===== config.mk =====
export PLATFORM = sky130hd
export DESIGN_NAME = round_robin_task_table
export DESIGN_NICKNAME = d
export VERILOG_FILES = /design/src/rtt_pkg.sv /design/src/rtt_cell.sv /design/src/rtt_ctrl.sv /design/src/round_robin_task_table.sv
export VERILOG_INCLUDE_DIRS = /design/src /design/src/src
export SDC_FILE = /design/constraint.sdc
export NUM_CORES = 1
export LEC_CHECK = 0
export BUFFER_PORTS_ARGS = -buffer_cell sky130_fd_sc_hd__buf_2
export CELL_PAD_IN_SITES_DETAIL_PLACEMENT = 1
export CELL_PAD_IN_SITES_GLOBAL_PLACEMENT = 1
export CORE_UTILIZATION = 51
export CTS_CLUSTER_DIAMETER = 100
export DETAILED_ROUTE_END_ITERATION = 10
export PLACE_DENSITY_LB_ADDON = 0.08
export SETUP_SLACK_MARGIN = 0.2
export SYNTH_ARGS = -nofsm -noshare
export SYNTH_HDL_FRONTEND = slang
export SYNTH_SLANG_ARGS = --single-unit

===== constraint.sdc =====
create_clock -name clk_i -period 5.8 [get_ports clk_i]
set_input_delay 1.16 -clock clk_i [delete_from_list [all_inputs] [get_ports clk_i]]
set_output_delay 1.16 -clock clk_i [all_outputs]
set_load 0.1 [all_outputs]

===== src/round_robin_task_table_defines.svh =====
// Assertion macros shared by the round robin task table RTL.
`ifndef ROUND_ROBIN_TASK_TABLE_DEFINES_SVH
`define ROUND_ROBIN_TASK_TABLE_DEFINES_SVH

// Concurrent check on clk_i, suspended while reset is asserted.
`define RTT_ASSERT(lbl, prop, msg) \
  lbl: assert property (@(posedge clk_i) disable iff (!rst_ni) (prop)) else $error(msg);

// Implication check: when the trigger holds, the consequence holds in the next cycle.
`define RTT_ASSERT_NEXT(lbl, trig, cons, msg) \
  lbl: assert property (@(posedge clk_i) disable iff (!rst_ni) (trig) |=> (cons)) \
    else $error(msg);

`endif


===== src/rtt_pkg.sv =====
// Package: slot states, command codes and fixed widths of the task table.
`default_nettype none

package rtt_pkg;

  // Default geometry
  localparam int unsigned SlotsDefault   = 8;
  localparam int unsigned IdWidthDefault = 16;

  // Fixed widths of the command and result fields
  localparam int unsigned ModeW = 3;
  localparam int unsigned CntW  = 4;

  typedef enum logic [1:0] {
    ST_EMPTY     = 2'd0,
    ST_RUNNING   = 2'd1,
    ST_SUSPENDED = 2'd2,
    ST_ZOMBIE    = 2'd3
  } slot_state_e;

  typedef enum logic [ModeW-1:0] {
    MODE_CREATE   = 3'd0,
    MODE_SUSPEND  = 3'd1,
    MODE_RESUME   = 3'd2,
    MODE_KILL     = 3'd3,
    MODE_SCHEDULE = 3'd4,
    MODE_CLEAN    = 3'd5
  } mode_e;

endpackage

`default_nettype wire


===== src/rtt_cell.sv =====
// One slot cell of the rotating task ring: holds a state and an id.
`default_nettype none

module rtt_cell #(
  parameter int unsigned ID_WIDTH = rtt_pkg::IdWidthDefault
) (
  input  wire logic                 clk_i,
  input  wire logic                 rst_ni,
  input  wire logic                 shift_i,
  input  wire rtt_pkg::slot_state_e state_i,
  input  wire logic [ID_WIDTH-1:0]  id_i,
  output rtt_pkg::slot_state_e      state_o,
  output logic      [ID_WIDTH-1:0]  id_o
);
  import rtt_pkg::*;

  slot_state_e         state_q;
  logic [ID_WIDTH-1:0] id_q;

  // Take the neighbour's state on each shift
  always_ff @(posedge clk_i or negedge rst_ni) begin
    if (!rst_ni) begin
      state_q <= ST_EMPTY;
    end else if (shift_i) begin
      state_q <= state_i;
    end
  end

  // Id payload needs no reset: it is read only from non-empty slots
  always_ff @(posedge clk_i) begin
    if (shift_i) begin
      id_q <= id_i;
    end
  end

  assign state_o = state_q;
  assign id_o    = id_q;

endmodule

`default_nettype wire


===== src/rtt_ctrl.sv =====
// Command sequencer: works on the slot at the head of the ring, one per cycle.
`default_nettype none
`include "round_robin_task_table_defines.svh"

module rtt_ctrl #(
  parameter int unsigned SLOTS    = rtt_pkg::SlotsDefault,
  parameter int unsigned ID_WIDTH = rtt_pkg::IdWidthDefault
) (
  input  wire logic                      clk_i,
  input  wire logic                      rst_ni,
  input  wire logic                      start_i,
  input  wire logic [rtt_pkg::ModeW-1:0] mode_i,
  input  wire logic [ID_WIDTH-1:0]       task_id_i,
  input  wire rtt_pkg::slot_state_e      head_state_i,
  input  wire logic [ID_WIDTH-1:0]       head_id_i,
  output logic                           shift_o,
  output rtt_pkg::slot_state_e           wb_state_o,
  output logic      [ID_WIDTH-1:0]       wb_id_o,
  output logic                           busy_o,
  output logic                           done_o,
  output logic                           ok_o,
  output logic      [ID_WIDTH-1:0]       result_id_o,
  output logic      [rtt_pkg::CntW-1:0]  count_active_o,
  output logic      [rtt_pkg::CntW-1:0]  count_running_o
);
  import rtt_pkg::*;

  localparam int unsigned IdxW = $clog2(SLOTS);
  localparam logic [IdxW-1:0] LastIdx = IdxW'(SLOTS - 1);

  // Control state
  logic                busy_q;
  logic [IdxW-1:0]     idx_q;
  logic [ModeW-1:0]    mode_q;
  logic [ID_WIDTH-1:0] tid_q;
  logic [ID_WIDTH-1:0] next_id_q, next_id_d;
  logic [IdxW-1:0]     last_served_q;
  logic                done_q;

  // Per-pass accumulators
  logic                match_q, match_d;
  logic                ok_q, ok_d;
  logic [ID_WIDTH-1:0] rid_q, rid_d;
  logic [CntW-1:0]     act_q, act_d;
  logic [CntW-1:0]     run_q, run_d;
  logic                a_hit_q, a_hit_d;
  logic [ID_WIDTH-1:0] a_id_q, a_id_d;
  logic [IdxW-1:0]     a_idx_q, a_idx_d;
  logic                b_hit_q, b_hit_d;
  logic [ID_WIDTH-1:0] b_id_q, b_id_d;
  logic [IdxW-1:0]     b_idx_q, b_idx_d;

  // Result registers
  logic                res_ok_q;
  logic [ID_WIDTH-1:0] res_id_q;
  logic [CntW-1:0]     res_act_q;
  logic [CntW-1:0]     res_run_q;

  slot_state_e         wb_state;
  logic [ID_WIDTH-1:0] wb_id;
  logic                accept;
  logic                last_step;

  assign accept    = start_i && !busy_q;
  assign last_step = busy_q && (idx_q == LastIdx);

  // Apply the command to the head slot and fold it into the accumulators
  always_comb begin
    wb_state  = head_state_i;
    wb_id     = head_id_i;
    match_d   = match_q;
    ok_d      = ok_q;
    rid_d     = rid_q;
    next_id_d = next_id_q;
    act_d     = act_q;
    run_d     = run_q;
    a_hit_d   = a_hit_q;
    a_id_d    = a_id_q;
    a_idx_d   = a_idx_q;
    b_hit_d   = b_hit_q;
    b_id_d    = b_id_q;
    b_idx_d   = b_idx_q;
    case (mode_q)
      MODE_CREATE: begin
        if (!match_q && head_state_i == ST_EMPTY) begin
          wb_state  = ST_RUNNING;
          wb_id     = next_id_q;
          match_d   = 1'b1;
          ok_d      = 1'b1;
          rid_d     = next_id_q;
          next_id_d = (next_id_q == '1) ? ID_WIDTH'(1) : next_id_q + ID_WIDTH'(1);
        end
      end
      MODE_SUSPEND, MODE_RESUME, MODE_KILL: begin
        if (!match_q && head_state_i != ST_EMPTY && head_id_i == tid_q) begin
          match_d = 1'b1;
          if (mode_q == MODE_KILL) begin
            wb_state = ST_ZOMBIE;
            ok_d     = 1'b1;
          end else if (mode_q == MODE_SUSPEND && head_state_i == ST_RUNNING) begin
            wb_state = ST_SUSPENDED;
            ok_d     = 1'b1;
          end else if (mode_q == MODE_RESUME && head_state_i == ST_SUSPENDED) begin
            wb_state = ST_RUNNING;
            ok_d     = 1'b1;
          end
        end
      end
      MODE_SCHEDULE: begin
        // Candidate after the last served slot, and first running overall as wrap
        if (head_state_i == ST_RUNNING) begin
          if (!a_hit_q && idx_q > last_served_q) begin
            a_hit_d = 1'b1;
            a_id_d  = head_id_i;
            a_idx_d = idx_q;
          end
          if (!b_hit_q) begin
            b_hit_d = 1'b1;
            b_id_d  = head_id_i;
            b_idx_d = idx_q;
          end
        end
      end
      MODE_CLEAN: begin
        ok_d = 1'b1;
        if (head_state_i == ST_ZOMBIE) begin
          wb_state = ST_EMPTY;
        end
      end
      default: begin
      end
    endcase
    if (wb_state == ST_RUNNING) begin
      run_d = run_q + CntW'(1);
      act_d = act_q + CntW'(1);
    end else if (wb_state == ST_SUSPENDED) begin
      act_d = act_q + CntW'(1);
    end
  end

  // Sequence the pass over the ring
  always_ff @(posedge clk_i or negedge rst_ni) begin
    if (!rst_ni) begin
      busy_q        <= 1'b0;
      idx_q         <= '0;
      done_q        <= 1'b0;
      next_id_q     <= ID_WIDTH'(1);
      last_served_q <= LastIdx;
    end else begin
      done_q <= last_step;
      if (accept) begin
        busy_q <= 1'b1;
        idx_q  <= '0;
      end else if (busy_q) begin
        next_id_q <= next_id_d;
        if (last_step) begin
          busy_q <= 1'b0;
          idx_q  <= '0;
          if (mode_q == MODE_SCHEDULE) begin
            if (a_hit_d) begin
              last_served_q <= a_idx_d;
            end else if (b_hit_d) begin
              last_served_q <= b_idx_d;
            end
          end
        end else begin
          idx_q <= idx_q + IdxW'(1);
        end
      end
    end
  end

  // Hold the command and clear or advance the accumulators
  always_ff @(posedge clk_i) begin
    if (accept) begin
      mode_q  <= mode_i;
      tid_q   <= task_id_i;
      match_q <= 1'b0;
      ok_q    <= 1'b0;
      rid_q   <= '0;
      act_q   <= '0;
      run_q   <= '0;
      a_hit_q <= 1'b0;
      a_id_q  <= '0;
      a_idx_q <= '0;
      b_hit_q <= 1'b0;
      b_id_q  <= '0;
      b_idx_q <= '0;
    end else if (busy_q) begin
      match_q <= match_d;
      ok_q    <= ok_d;
      rid_q   <= rid_d;
      act_q   <= act_d;
      run_q   <= run_d;
      a_hit_q <= a_hit_d;
      a_id_q  <= a_id_d;
      a_idx_q <= a_idx_d;
      b_hit_q <= b_hit_d;
      b_id_q  <= b_id_d;
      b_idx_q <= b_idx_d;
    end
  end

  // Register the result at the end of the pass
  always_ff @(posedge clk_i) begin
    if (last_step) begin
      res_act_q <= act_d;
      res_run_q <= run_d;
      if (mode_q == MODE_SCHEDULE) begin
        res_ok_q <= a_hit_d || b_hit_d;
        res_id_q <= a_hit_d ? a_id_d : (b_hit_d ? b_id_d : '0);
      end else begin
        res_ok_q <= ok_d;
        res_id_q <= rid_d;
      end
    end
  end

  assign shift_o         = busy_q;
  assign wb_state_o      = wb_state;
  assign wb_id_o         = wb_id;
  assign busy_o          = busy_q;
  assign done_o          = done_q;
  assign ok_o            = res_ok_q;
  assign result_id_o     = res_id_q;
  assign count_active_o  = res_act_q;
  assign count_running_o = res_run_q;

  `RTT_ASSERT_NEXT(a_pass_ends, last_step, done_q && !busy_q, "pass did not end in a result")
  `RTT_ASSERT_NEXT(a_accept_starts, accept, busy_q && idx_q == '0, "accepted command not started")
  `RTT_ASSERT(a_idle_idx, !busy_q |-> idx_q == '0, "slot index not rewound when idle")
  `RTT_ASSERT(a_id_nonzero, next_id_q != '0, "id counter reached zero")
  `RTT_ASSERT(a_done_idle, done_q |-> !busy_q, "result strobed during a pass")

endmodule

`default_nettype wire


===== src/round_robin_task_table.sv =====
// Top level: ring of slot cells rotated by the command sequencer.
//
//   Channel   Handshake        Ports
//   command   start & !busy    mode_i, task_id_i
//   result    done_o strobe    ok_o, result_id_o, count_active_o, count_running_o
//
// Each command rotates the ring of SLOTS cells once, one slot past the head per
// cycle, with busy high throughout, and the result is strobed on done_o in the
// cycle after the last busy cycle; the next command may start in that cycle.
// The single-slot sequencer at the ring head sets this pace.
// Reset (asynchronous, active low) empties every slot, sets the id counter to one
// and the last served slot to the highest index; no clearing pass is needed.
// The done_o strobe is high for one cycle only; the receiver cannot stall it.
`default_nettype none

module round_robin_task_table #(
  parameter int unsigned SLOTS    = rtt_pkg::SlotsDefault,
  parameter int unsigned ID_WIDTH = rtt_pkg::IdWidthDefault
) (
  input  wire logic                      clk_i,
  input  wire logic                      rst_ni,
  input  wire logic                      start,
  output logic                           busy,
  input  wire logic [rtt_pkg::ModeW-1:0] mode_i,
  input  wire logic [ID_WIDTH-1:0]       task_id_i,
  output logic                           done_o,
  output logic                           ok_o,
  output logic      [ID_WIDTH-1:0]       result_id_o,
  output logic      [rtt_pkg::CntW-1:0]  count_active_o,
  output logic      [rtt_pkg::CntW-1:0]  count_running_o
);
  import rtt_pkg::*;

  // Chain taps: entry k is the output of cell k, entry SLOTS the write-back
  slot_state_e         chain_state [SLOTS+1];
  logic [ID_WIDTH-1:0] chain_id    [SLOTS+1];
  logic                shift;

  // Build the ring of cells, each taking from its upper neighbour
  for (genvar k = 0; k < SLOTS; k++) begin : g_cell
    rtt_cell #(
      .ID_WIDTH (ID_WIDTH)
    ) u_cell (
      .clk_i   (clk_i),
      .rst_ni  (rst_ni),
      .shift_i (shift),
      .state_i (chain_state[k+1]),
      .id_i    (chain_id[k+1]),
      .state_o (chain_state[k]),
      .id_o    (chain_id[k])
    );
  end

  rtt_ctrl #(
    .SLOTS    (SLOTS),
    .ID_WIDTH (ID_WIDTH)
  ) u_ctrl (
    .clk_i           (clk_i),
    .rst_ni          (rst_ni),
    .start_i         (start),
    .mode_i          (mode_i),
    .task_id_i       (task_id_i),
    .head_state_i    (chain_state[0]),
    .head_id_i       (chain_id[0]),
    .shift_o         (shift),
    .wb_state_o      (chain_state[SLOTS]),
    .wb_id_o         (chain_id[SLOTS]),
    .busy_o          (busy),
    .done_o          (done_o),
    .ok_o            (ok_o),
    .result_id_o     (result_id_o),
    .count_active_o  (count_active_o),
    .count_running_o (count_running_o)
  );

endmodule

`default_nettype wire

==> metrics.txt, run 1 <==
most frequent cells in the layout=172 x edfxtp_1, 76 x nor2_1, 65 x dfxtp_1; Crit path max-delay family=buffers and inverters; Hold Fails Final Rpt=0; H-tree depth=1; Routed Antenna Nets=0; Pwr per Cell Area=509 nW/um^2; remaining global-route overflow=0; startpoint type of the worst setup path=register; hpwl dp=14700 microns; DIE AREA=22300 sq um; router iterations before antenna repair=4; hold depth=0; Max Cap Violations=0; post-synthesis async set-or-reset flop share=14.4%; initial antenna violation count=0; Clock Path Buffers=3; Antenna Cells=0; arrival time worst endpoint=2.31 ns; Setup Skew=0.0170 ns; placer congestion estimate=0.785; R2R cell count=8; WS Path Type=register to output port; die height=149 microns; Fmax achieved=288 MHz; Hold EP=g_cell[2].u_cell.id_o[11]; Post-synth EDFFs=172; Synth Flop Type=edfxtp_1; max-slew violations=0; global-route wire length before repair=38800 microns; unrepaired setup endpoints after global routing=false; CTS root buf=clkbuf_16; Static Leak=4.72 nW; Synthesized Nets=839; setup slack, reg-to-reg=2.76 ns; Via Count=6645; Total Routing Usage GR=22.8%; total chip power=6.35 mW; commonest non-fill, non-tap cell in the layout=edfxtp_1; Synth Cell Area=11000 sq um; Critical path buffers and inverters=2; area grow syn2layout=12.9%; Sink Count=278; postcts setup bufs=0; outcome=finished, final reports clean; CP max stage delay=0.65 ns; Slew @ Worst Pin=1.25 ns; synth warn=0; post-route clock period utilization=59.9%; Worst Setup Slack, final=2.33 ns; Place WS=2.64 ns; cts bufs inserted=29; final setup vio count=0; CP Data Required Time=4.64 ns; CP max stage cell=buf_4; initial DRC count=342; syn avg cell area=13.7 sq um; I/O pin total=49; post-cts hold buffer count=0; CP max FO=66; worst slew margin relative to its limit=16.5%; final wirelength=24500 microns; reg2reg start=g_cell[0].u_cell.state_o[0]; VDD IR max=0.392 mV; routed len/inst=21.3 microns; Hold/Removal Path Class=register to register; #FFs+latches synth=278; library cells used by synthesis=53; Clk Latency, worst-skew pair=0.55 ns; chip width=149 microns; vias in the first global route=6938; critical path cell sequence=buf_4, buf_2; cells after synthesis=809; DRC Markers=0; vias per inst=5.78; crit path time final=3.47 ns; final net count=881; TNS Setup=0 ns; sequential area share after synthesis=67.8%; CTS resizes=0; Reg-to-Reg End=u_ctrl.last_served_q[0]; row count=53; initial core utilization=52.2%; IO buf count=48; layout cells sized above 1=24.7%; CP Capture Type=output port; CTS tree=built; final design utilization=58.9%; min-delay src=g_cell[3].u_cell.id_o[11]; pin count of the biggest net entering global routing=106; core area=21200 sq um; clock-pin slew on the worst setup and hold paths=0.06 ns
==> worst max path at each step <==
stage | start | endpoint | slack [ns] | cells after the start
6_report | u_ctrl.busy_o | busy | 2.33 | 2
5_1_grt | u_ctrl.busy_o | busy | 2.21 | 2
4_1_cts | u_ctrl.busy_o | busy | 2.29 | 2
3_5_place_dp | start | u_ctrl.tid_q[4] | 2.64 | 4
3_3_place_gp | start | u_ctrl.tid_q[4] | 2.73 | 4
2_1_floorplan | u_ctrl.busy_o | u_ctrl.last_served_q[0] | 0.34 | 4
==> cell type report <==
type,count,area [sq um]
Inverter,8,31.3
Clock buffer,32,737
Multi-Input combinational cell,476,3350
Fill cell,2039,8680
Tap cell,275,344
Clock inverter,22,195
Sequential cell,278,7500
Timing Repair Buffer,58,315
==> state kept, by name, indices dropped and copies added (netlist names), 4 cells and up <==
name and flops:
g_cell.u_cell.id_o 128, g_cell.u_cell.state_o 16, u_ctrl.a_id_q 16, u_ctrl.act_q 4
u_ctrl.b_id_q 16, u_ctrl.count_active_o 4, u_ctrl.count_running_o 4, u_ctrl.next_id_q 16
u_ctrl.result_id_o 16, u_ctrl.rid_q 16, u_ctrl.run_q 4, u_ctrl.tid_q 16
==> power breakdown <==
part           internal (mW)  leakage [nW]  switching, mW
clock network           1.05         0.469          0.759
registers               3.01          2.78          0.407
logic                  0.379          1.47          0.747
total                   4.44          4.72           1.91
==> layer usage <==
layer | wire length, microns | up-vias | track usage (%)
li1 | - | 3089 | -
met1 | 11300 | 3376 | 32.2
met2 | 11700 | 135 | 36.8
met3 | 987 | 45 | 3.33
met4 | 551 | 0 | 6.22
met5 | 0 | - | 1.36
==> worst register-to-register path, stage by stage (launching register included) <==
cell	delay [ns]
dfrtp_1	0.57
inv_1	0.19
nor2_1	0.23
nand3_1	0.28
a21oi_2	0.68
buf_4	0.36
mux2i_1	0.21
o21ai_0	0.11
mux2_2	0.33
==> logic make-up after synthesis <==
| group | share of synthesized area (%) |
|---|---|
| AOI/OAI and AO/OA | 9.36 |
| xor gates and xnor gates | 2.84 |
| adders and majority gates | 0.906 |
| buffers and inverters | 2.01 |
| DFF | 67.8 |
| muxes | 8.72 |
| and+or+nand+nor | 8.34 |
==> cells in the mapped netlist (all sizes together) (3+ instances only) <==
| master | n | area share [%] |
|---|---|---|
| a31oi | 5 | 0.28 |
| a211oi | 16 | 1.1 |
| mux2 | 34 | 3.5 |
| mux2i | 58 | 5.3 |
| nand2 | 55 | 1.9 |
| nand3 | 14 | 0.63 |
| and2 | 3 | 0.17 |
| xnor2 | 26 | 2.1 |
| and3 | 11 | 0.62 |
| nand4 | 7 | 0.40 |
| dfrtp | 36 | 8.2 |
| a31o | 55 | 4.4 |
| a21o | 6 | 0.41 |
| a21oi | 22 | 1.0 |
| dfxtp | 66 | 12 |
| buf | 12 | 0.54 |
| nor3 | 10 | 0.75 |
| xor2 | 9 | 0.78 |
| ha | 8 | 0.91 |
| nor2 | 78 | 2.7 |
| clkbuf | 35 | 1.2 |
| inv | 8 | 0.27 |
| edfxtp | 172 | 47 |
| dfstp | 4 | 0.95 |
| o21ai | 32 | 1.4 |
| nor4 | 3 | 0.31 |
==> metrics by stage <==
step                hold WS (ns)  area (sq um)  instances
CTS                        0.417         12500       1149
floorplan                  0.400         11000        809
detailed placement         0.406         11500       1095
finish                     0.414         12500       1149
global route               0.420         12500       1149
global placement           0.401         11500       1095
Note: power is estimated with default switching activity, not from simulation.
==> run 2: changes to the inputs <==
--- a/config.mk
+++ b/config.mk
@@ -9,7 +9,7 @@
 export BUFFER_PORTS_ARGS = -buffer_cell sky130_fd_sc_hd__buf_2
 export CELL_PAD_IN_SITES_DETAIL_PLACEMENT = 1
 export CELL_PAD_IN_SITES_GLOBAL_PLACEMENT = 1
-export CORE_UTILIZATION = 51
+export CORE_UTILIZATION = 46
 export CTS_CLUSTER_DIAMETER = 100
 export DETAILED_ROUTE_END_ITERATION = 10
 export PLACE_DENSITY_LB_ADDON = 0.08
==> constraint.sdc (replaced) <==
create_clock -name clk_i -period 2.85 [get_ports clk_i]
set_input_delay 0.57 -clock clk_i [delete_from_list [all_inputs] [get_ports clk_i]]
set_output_delay 0.57 -clock clk_i [all_outputs]
set_load 0.1 [all_outputs]
==> metrics.txt, run 2 (synthesized netlist as in run 1, its figures left out) <==
vias in the first global route=7156; worst slew margin relative to its limit=42.4%; DIE AREA=24600 sq um; initial DRC count=390; CP max FO=4; met1 Use GR=29.4%; Total Routing Usage GR=21.0%; router iterations before antenna repair=4; Max Cap Violations=0; initial core utilization=46.9%; pin count of the biggest net entering global routing=91; die height=157 microns; post-cts hold buffer count=0; final wirelength=25100 microns; Via Count=6801; crit path time final=2.61 ns; WS Path Type=register to register; Sink Count=278; CP Launch Point=g_cell[0].u_cell.id_o[2]; final design utilization=55.3%; TNS Setup=0 ns; H-tree depth=1; max-slew violations=0; Static Leak=4.95 nW; Antenna Cells=0; CP Data Required Time=3.32 ns; Reg-to-Reg End=u_ctrl.act_q[2]; outcome=finished, final reports clean; Clock Path Buffers=3; unrepaired setup endpoints after global routing=true; area grow syn2layout=17.8%; placer congestion estimate=0.796; initial antenna violation count=0; post-route clock period utilization=91.4%; grt met3 use=3.36%; commonest non-fill, non-tap cell in the layout=edfxtp_1; vias per inst=5.54; Hold Fails Final Rpt=0; final setup vio count=0; VDD IR max=0.544 mV; hpwl dp=15600 microns; cts bufs inserted=30; Hold/Removal Path Class=input pin to async pin; Slew @ Worst Pin=0.864 ns; R2R cell count=9; CTS root buf=clkbuf_16; reg2reg start=g_cell[0].u_cell.id_o[2]; chip width=157 microns; Fmax achieved=384 MHz; Routed Antenna Nets=0; clock-pin slew on the worst setup and hold paths=0.07 ns; CTS tree=built; I/O pin total=49; CP Capture Type=register; IO buf count=48; core area=23500 sq um; Most Used Layer, Global Route=met2; DRC Markers=0; GR Layer Usage met2=33.5%; arrival time worst endpoint=3.07 ns; Pwr per Cell Area=1040 nW/um^2; row count=56; max FFs per register=128; remaining global-route overflow=0; Clk Latency, worst-skew pair=0.56 ns; global-route wire length before repair=39600 microns; Setup Skew=0.0200 ns; setup slack, reg-to-reg=0.24 ns; filler instances=2329; final net count=914; most frequent cells in the layout=172 x edfxtp_1, 73 x nor2_1, 66 x dfxtp_1; layout cells sized above 1=29.3%; routed len/inst=20.5 microns; startpoint type of the worst setup path=register
-- run 2: layer usage --
layer | wire (microns) | part of all wire, % | vias up
li1 | - | - | 3158
met1 | 11700 | 47 | 3472
met2 | 11800 | 47 | 129
met3 | 954 | 3.8 | 42
met4 | 570 | 2.3 | 0
met5 | 0 | 0 | -
-- run 2: worst max-delay path by stage --
stage,endpoint,slack (ns),cells past startpoint
CTS,u_ctrl.act_q[2],0.21,10
detailed placement,u_ctrl.act_q[2],0.20,9
global route,u_ctrl.act_q[2],0.11,8
global placement,u_ctrl.act_q[1],0.29,9
floorplan,u_ctrl.next_id_q[9],-0.07,9
finish,u_ctrl.act_q[2],0.24,9
-- run 2: worst max-delay path: stages (launching register included) --
cell and delay [ns]:
edfxtp_1 0.49, xnor2_1 0.20, nand4_1 0.16, nor4_4 0.40, a31oi_1 0.18, nor3_4 0.27
xor2_2 0.23, buf_4 0.17, mux2_2 0.33, o211ai_1 0.10
-- run 2: final cells by class --
cell class,count,area (sq um),area share [%]
well taps,319,399,3.07
inverters,8,35.0,0.269
clock buffers,31,764,5.88
clock inverters,25,290,2.23
repair buffers,90,606,4.66
flip-flops and latches,278,7500,57.6
multi-input cells,476,3420,26.3
-- run 2: power by group --
group          internal, mW  switching (mW)
Combinational         0.970            1.68
Clock                  2.37            1.70
Sequential             6.10           0.748
Total                  9.44            4.13
-- run 2: what timing repair did --
action / 4_1_cts / 5_1_grt
pin swaps: 1 / 2
resized for setup: 0 / 9
buffers inserted: 0 / 17
endpoints found under the setup margin: 1 / 23
-- run 2: per-stage QoR --
step           setup slack [ns]  power, mW  instances  hold slack (ns)  area [sq um]
6_report                  0.245       13.6       1227            0.120         13000
5_1_grt                   0.111       14.2       1227            0.165         13000
4_1_cts                   0.207       13.6       1210            0.129         12800
3_5_place_dp              0.199       9.43       1154            0.405         11800
3_3_place_gp              0.285       9.23       1154            0.400         11800
2_1_floorplan           -0.0729       8.48        809            0.274         11100
==> run 3: changes to the inputs <==
--- a/config.mk
+++ b/config.mk
@@ -9,10 +9,10 @@
 export BUFFER_PORTS_ARGS = -buffer_cell sky130_fd_sc_hd__buf_2
 export CELL_PAD_IN_SITES_DETAIL_PLACEMENT = 1
 export CELL_PAD_IN_SITES_GLOBAL_PLACEMENT = 1
-export CORE_UTILIZATION = 46
+export CORE_UTILIZATION = 51
 export CTS_CLUSTER_DIAMETER = 100
 export DETAILED_ROUTE_END_ITERATION = 10
-export PLACE_DENSITY_LB_ADDON = 0.08
+export PLACE_DENSITY = 0.77
 export SETUP_SLACK_MARGIN = 0.2
 export SYNTH_ARGS = -nofsm -noshare
 export SYNTH_HDL_FRONTEND = slang
==> constraint.sdc (replaced) <==
create_clock -name clk_i -period 2.75 [get_ports clk_i]
set_input_delay 0.55 -clock clk_i [delete_from_list [all_inputs] [get_ports clk_i]]
set_output_delay 0.55 -clock clk_i [all_outputs]
set_load 0.1 [all_outputs]
==> metrics.txt, run 3 (synthesized netlist as in run 1, its figures left out) <==
Slew @ Worst Pin=0.753 ns; Max Cap Violations=0; TNS Setup=0 ns; outcome=finished, final reports clean; H-tree depth=1; Hold/Removal Path Class=input pin to register; post-route clock period utilization=92.9%; chip width=149 microns; Pwr per Cell Area=1090 nW/um^2; final net count=918; WS Path Type=register to register; internal power=9.94 mW; Hold Fails Final Rpt=0; sw frac=30.3%; global-route wire length before repair=42100 microns; Clk Latency, worst-skew pair=0.56 ns; DRC Markers=0; Sink Count=278; routed len/inst=23.3 microns; Final Cell Area=13100 sq um; setup slack, reg-to-reg=0.19 ns; pin count of the biggest net entering global routing=62; CTS tree=built; multi-input gate area in the final layout=3470 sq um; worst slew margin relative to its limit=49.8%; router iterations before antenna repair=6; dpl cells=1111; crit path time final=2.56 ns; initial core utilization=52.2%; Post-DP Area=11800 sq um; placer congestion estimate=0.797; initial DRC count=526; final setup vio count=0; vias in the first global route=7330; vias per inst=5.95; clock-pin slew on the worst setup and hold paths=0.06 ns; final hold slack=0.166 ns; Antenna Cells=0; Total Routing Usage GR=25.2%; layout cells sized above 1=29.1%; Setup Skew=0.0219 ns; min-delay src=task_id_i[3]; max FFs per register=128; net switching power=4.32 mW; I/O pin total=49; unrepaired setup endpoints after global routing=true; remaining global-route overflow=0; Fmax achieved=391 MHz; most frequent cells in the layout=172 x edfxtp_1, 74 x nor2_1, 66 x dfxtp_1; Seq pwr share=50.3%; final wirelength=27700 microns; reg2reg start=g_cell[0].u_cell.id_o[11]; Hold EP=u_ctrl.tid_q[3]; CP Data Required Time=3.21 ns; cts bufs inserted=30; arrival time worst endpoint=3.02 ns; Clock Path Buffers=3; hold depth=1; CP max FO=6; final non-filler cell total=1187; hpwl dp=16000 microns; DIE AREA=22300 sq um; VDD IR max=0.697 mV; startpoint type of the worst setup path=register; max-slew violations=0; total chip power=14.3 mW; Via Count=7061; CTS root buf=clkbuf_16; initial antenna violation count=1; sequential cell area=7500 sq um; Static Leak=5.04 nW; Reg-to-Reg End=u_ctrl.act_q[2]; R2R cell count=10; row count=53; filler instances=2009; Comb power frac=20.6%; Routed Antenna Nets=0; core area=21200 sq um; die height=149 microns; CP Capture Type=register; area grow syn2layout=18.5%; IO buf count=48; commonest non-fill, non-tap cell in the layout=edfxtp_1; Clock Power Share=29.2%
run 3: changes by cell type in the layout (fill, tap and decap cells not counted), moves of 2 or more:
cell / delta
xnor2_1: -2
buf_4: -2
nand3_2: -2
inv_6: -5
inv_8: -2
xnor2_2: +2
clkbuf_1: +4
clkinv_1: +3
clkinv_4: -4
clkinvlp_4: -3
clkinv_2: +5
buf_6: +2
run 3: layout make-up:
cell class / count / area share [%]
flip-flops and latches: 278 / 57.3
inverters: 8 / 0.268
clock inverters: 21 / 1.90
clock buffers: 35 / 5.96
well taps: 275 / 2.63
repair buffers: 94 / 5.49
multi-input cells: 476 / 26.5
run 3: power groups by stage:
stage          clock (mW)  combinational [mW]  sequential, mW
2_1_floorplan           0                1.45            7.34
3_3_place_gp            0                2.41            7.17
3_5_place_dp            0                2.56            7.28
4_1_cts              4.21                2.84            7.18
5_1_grt              4.37                3.14            7.34
6_report             4.16                2.93            7.17
run 3: what timing repair did:
action / in CTS / in global routing
setup endpoints to repair: 15 / 48
setup buffers: 10 / 6
gates cloned: 1 / 2
gates resized for setup: 3 / 15
pin swaps: 4 / 3
hold endpoints to repair: 7 / 0
hold buffers: 1 / 0
run 3: critical path, cell delays in order (launching register included):
cell	delay (ns)
edfxtp_1	0.46
xnor2_1	0.18
nand3_1	0.16
nor3_2	0.20
buf_4	0.19
a31oi_2	0.12
nor3_4	0.25
xor2_2	0.27
buf_4	0.19
mux2_2	0.34
o211ai_1	0.09
run 3: worst max path at each step:
stage,start,to,slack [ns],depth (start not counted)
final,g_cell[0].u_cell.id_o[11],u_ctrl.act_q[2],0.19,10
after global routing,g_cell[0].u_cell.id_o[2],u_ctrl.act_q[2],0.07,9
after CTS,g_cell[0].u_cell.id_o[11],u_ctrl.act_q[2],0.17,10
after detailed placement,u_ctrl.tid_q[10],u_ctrl.act_q[2],-0.02,9
after global placement,g_cell[0].u_cell.id_o[10],u_ctrl.act_q[1],0.20,8
after floorplan,u_ctrl.busy_o,u_ctrl.next_id_q[9],-0.17,9
run 3: routing by layer:
layer | GRT usage, % | wire [microns] | vias to the layer above | share of wire (%)
met3 | 4.10 | 1640 | 51 | 5.9
met5 | 0 | 8 | - | 0.029
li1 | - | - | 3157 | -
met2 | 41.3 | 13500 | 210 | 49
met4 | 8.16 | 669 | 2 | 2.4
met1 | 34.2 | 11800 | 3641 | 43
run 3: through the flow:
stage | utilization [%] | setup WS [ns]
after global placement | 55.7 | 0.202
after global routing | 61.9 | 0.0687
after floorplan | - | -0.173
after detailed placement | 55.7 | -0.0177
after CTS | 61.2 | 0.175
final | 61.9 | 0.195
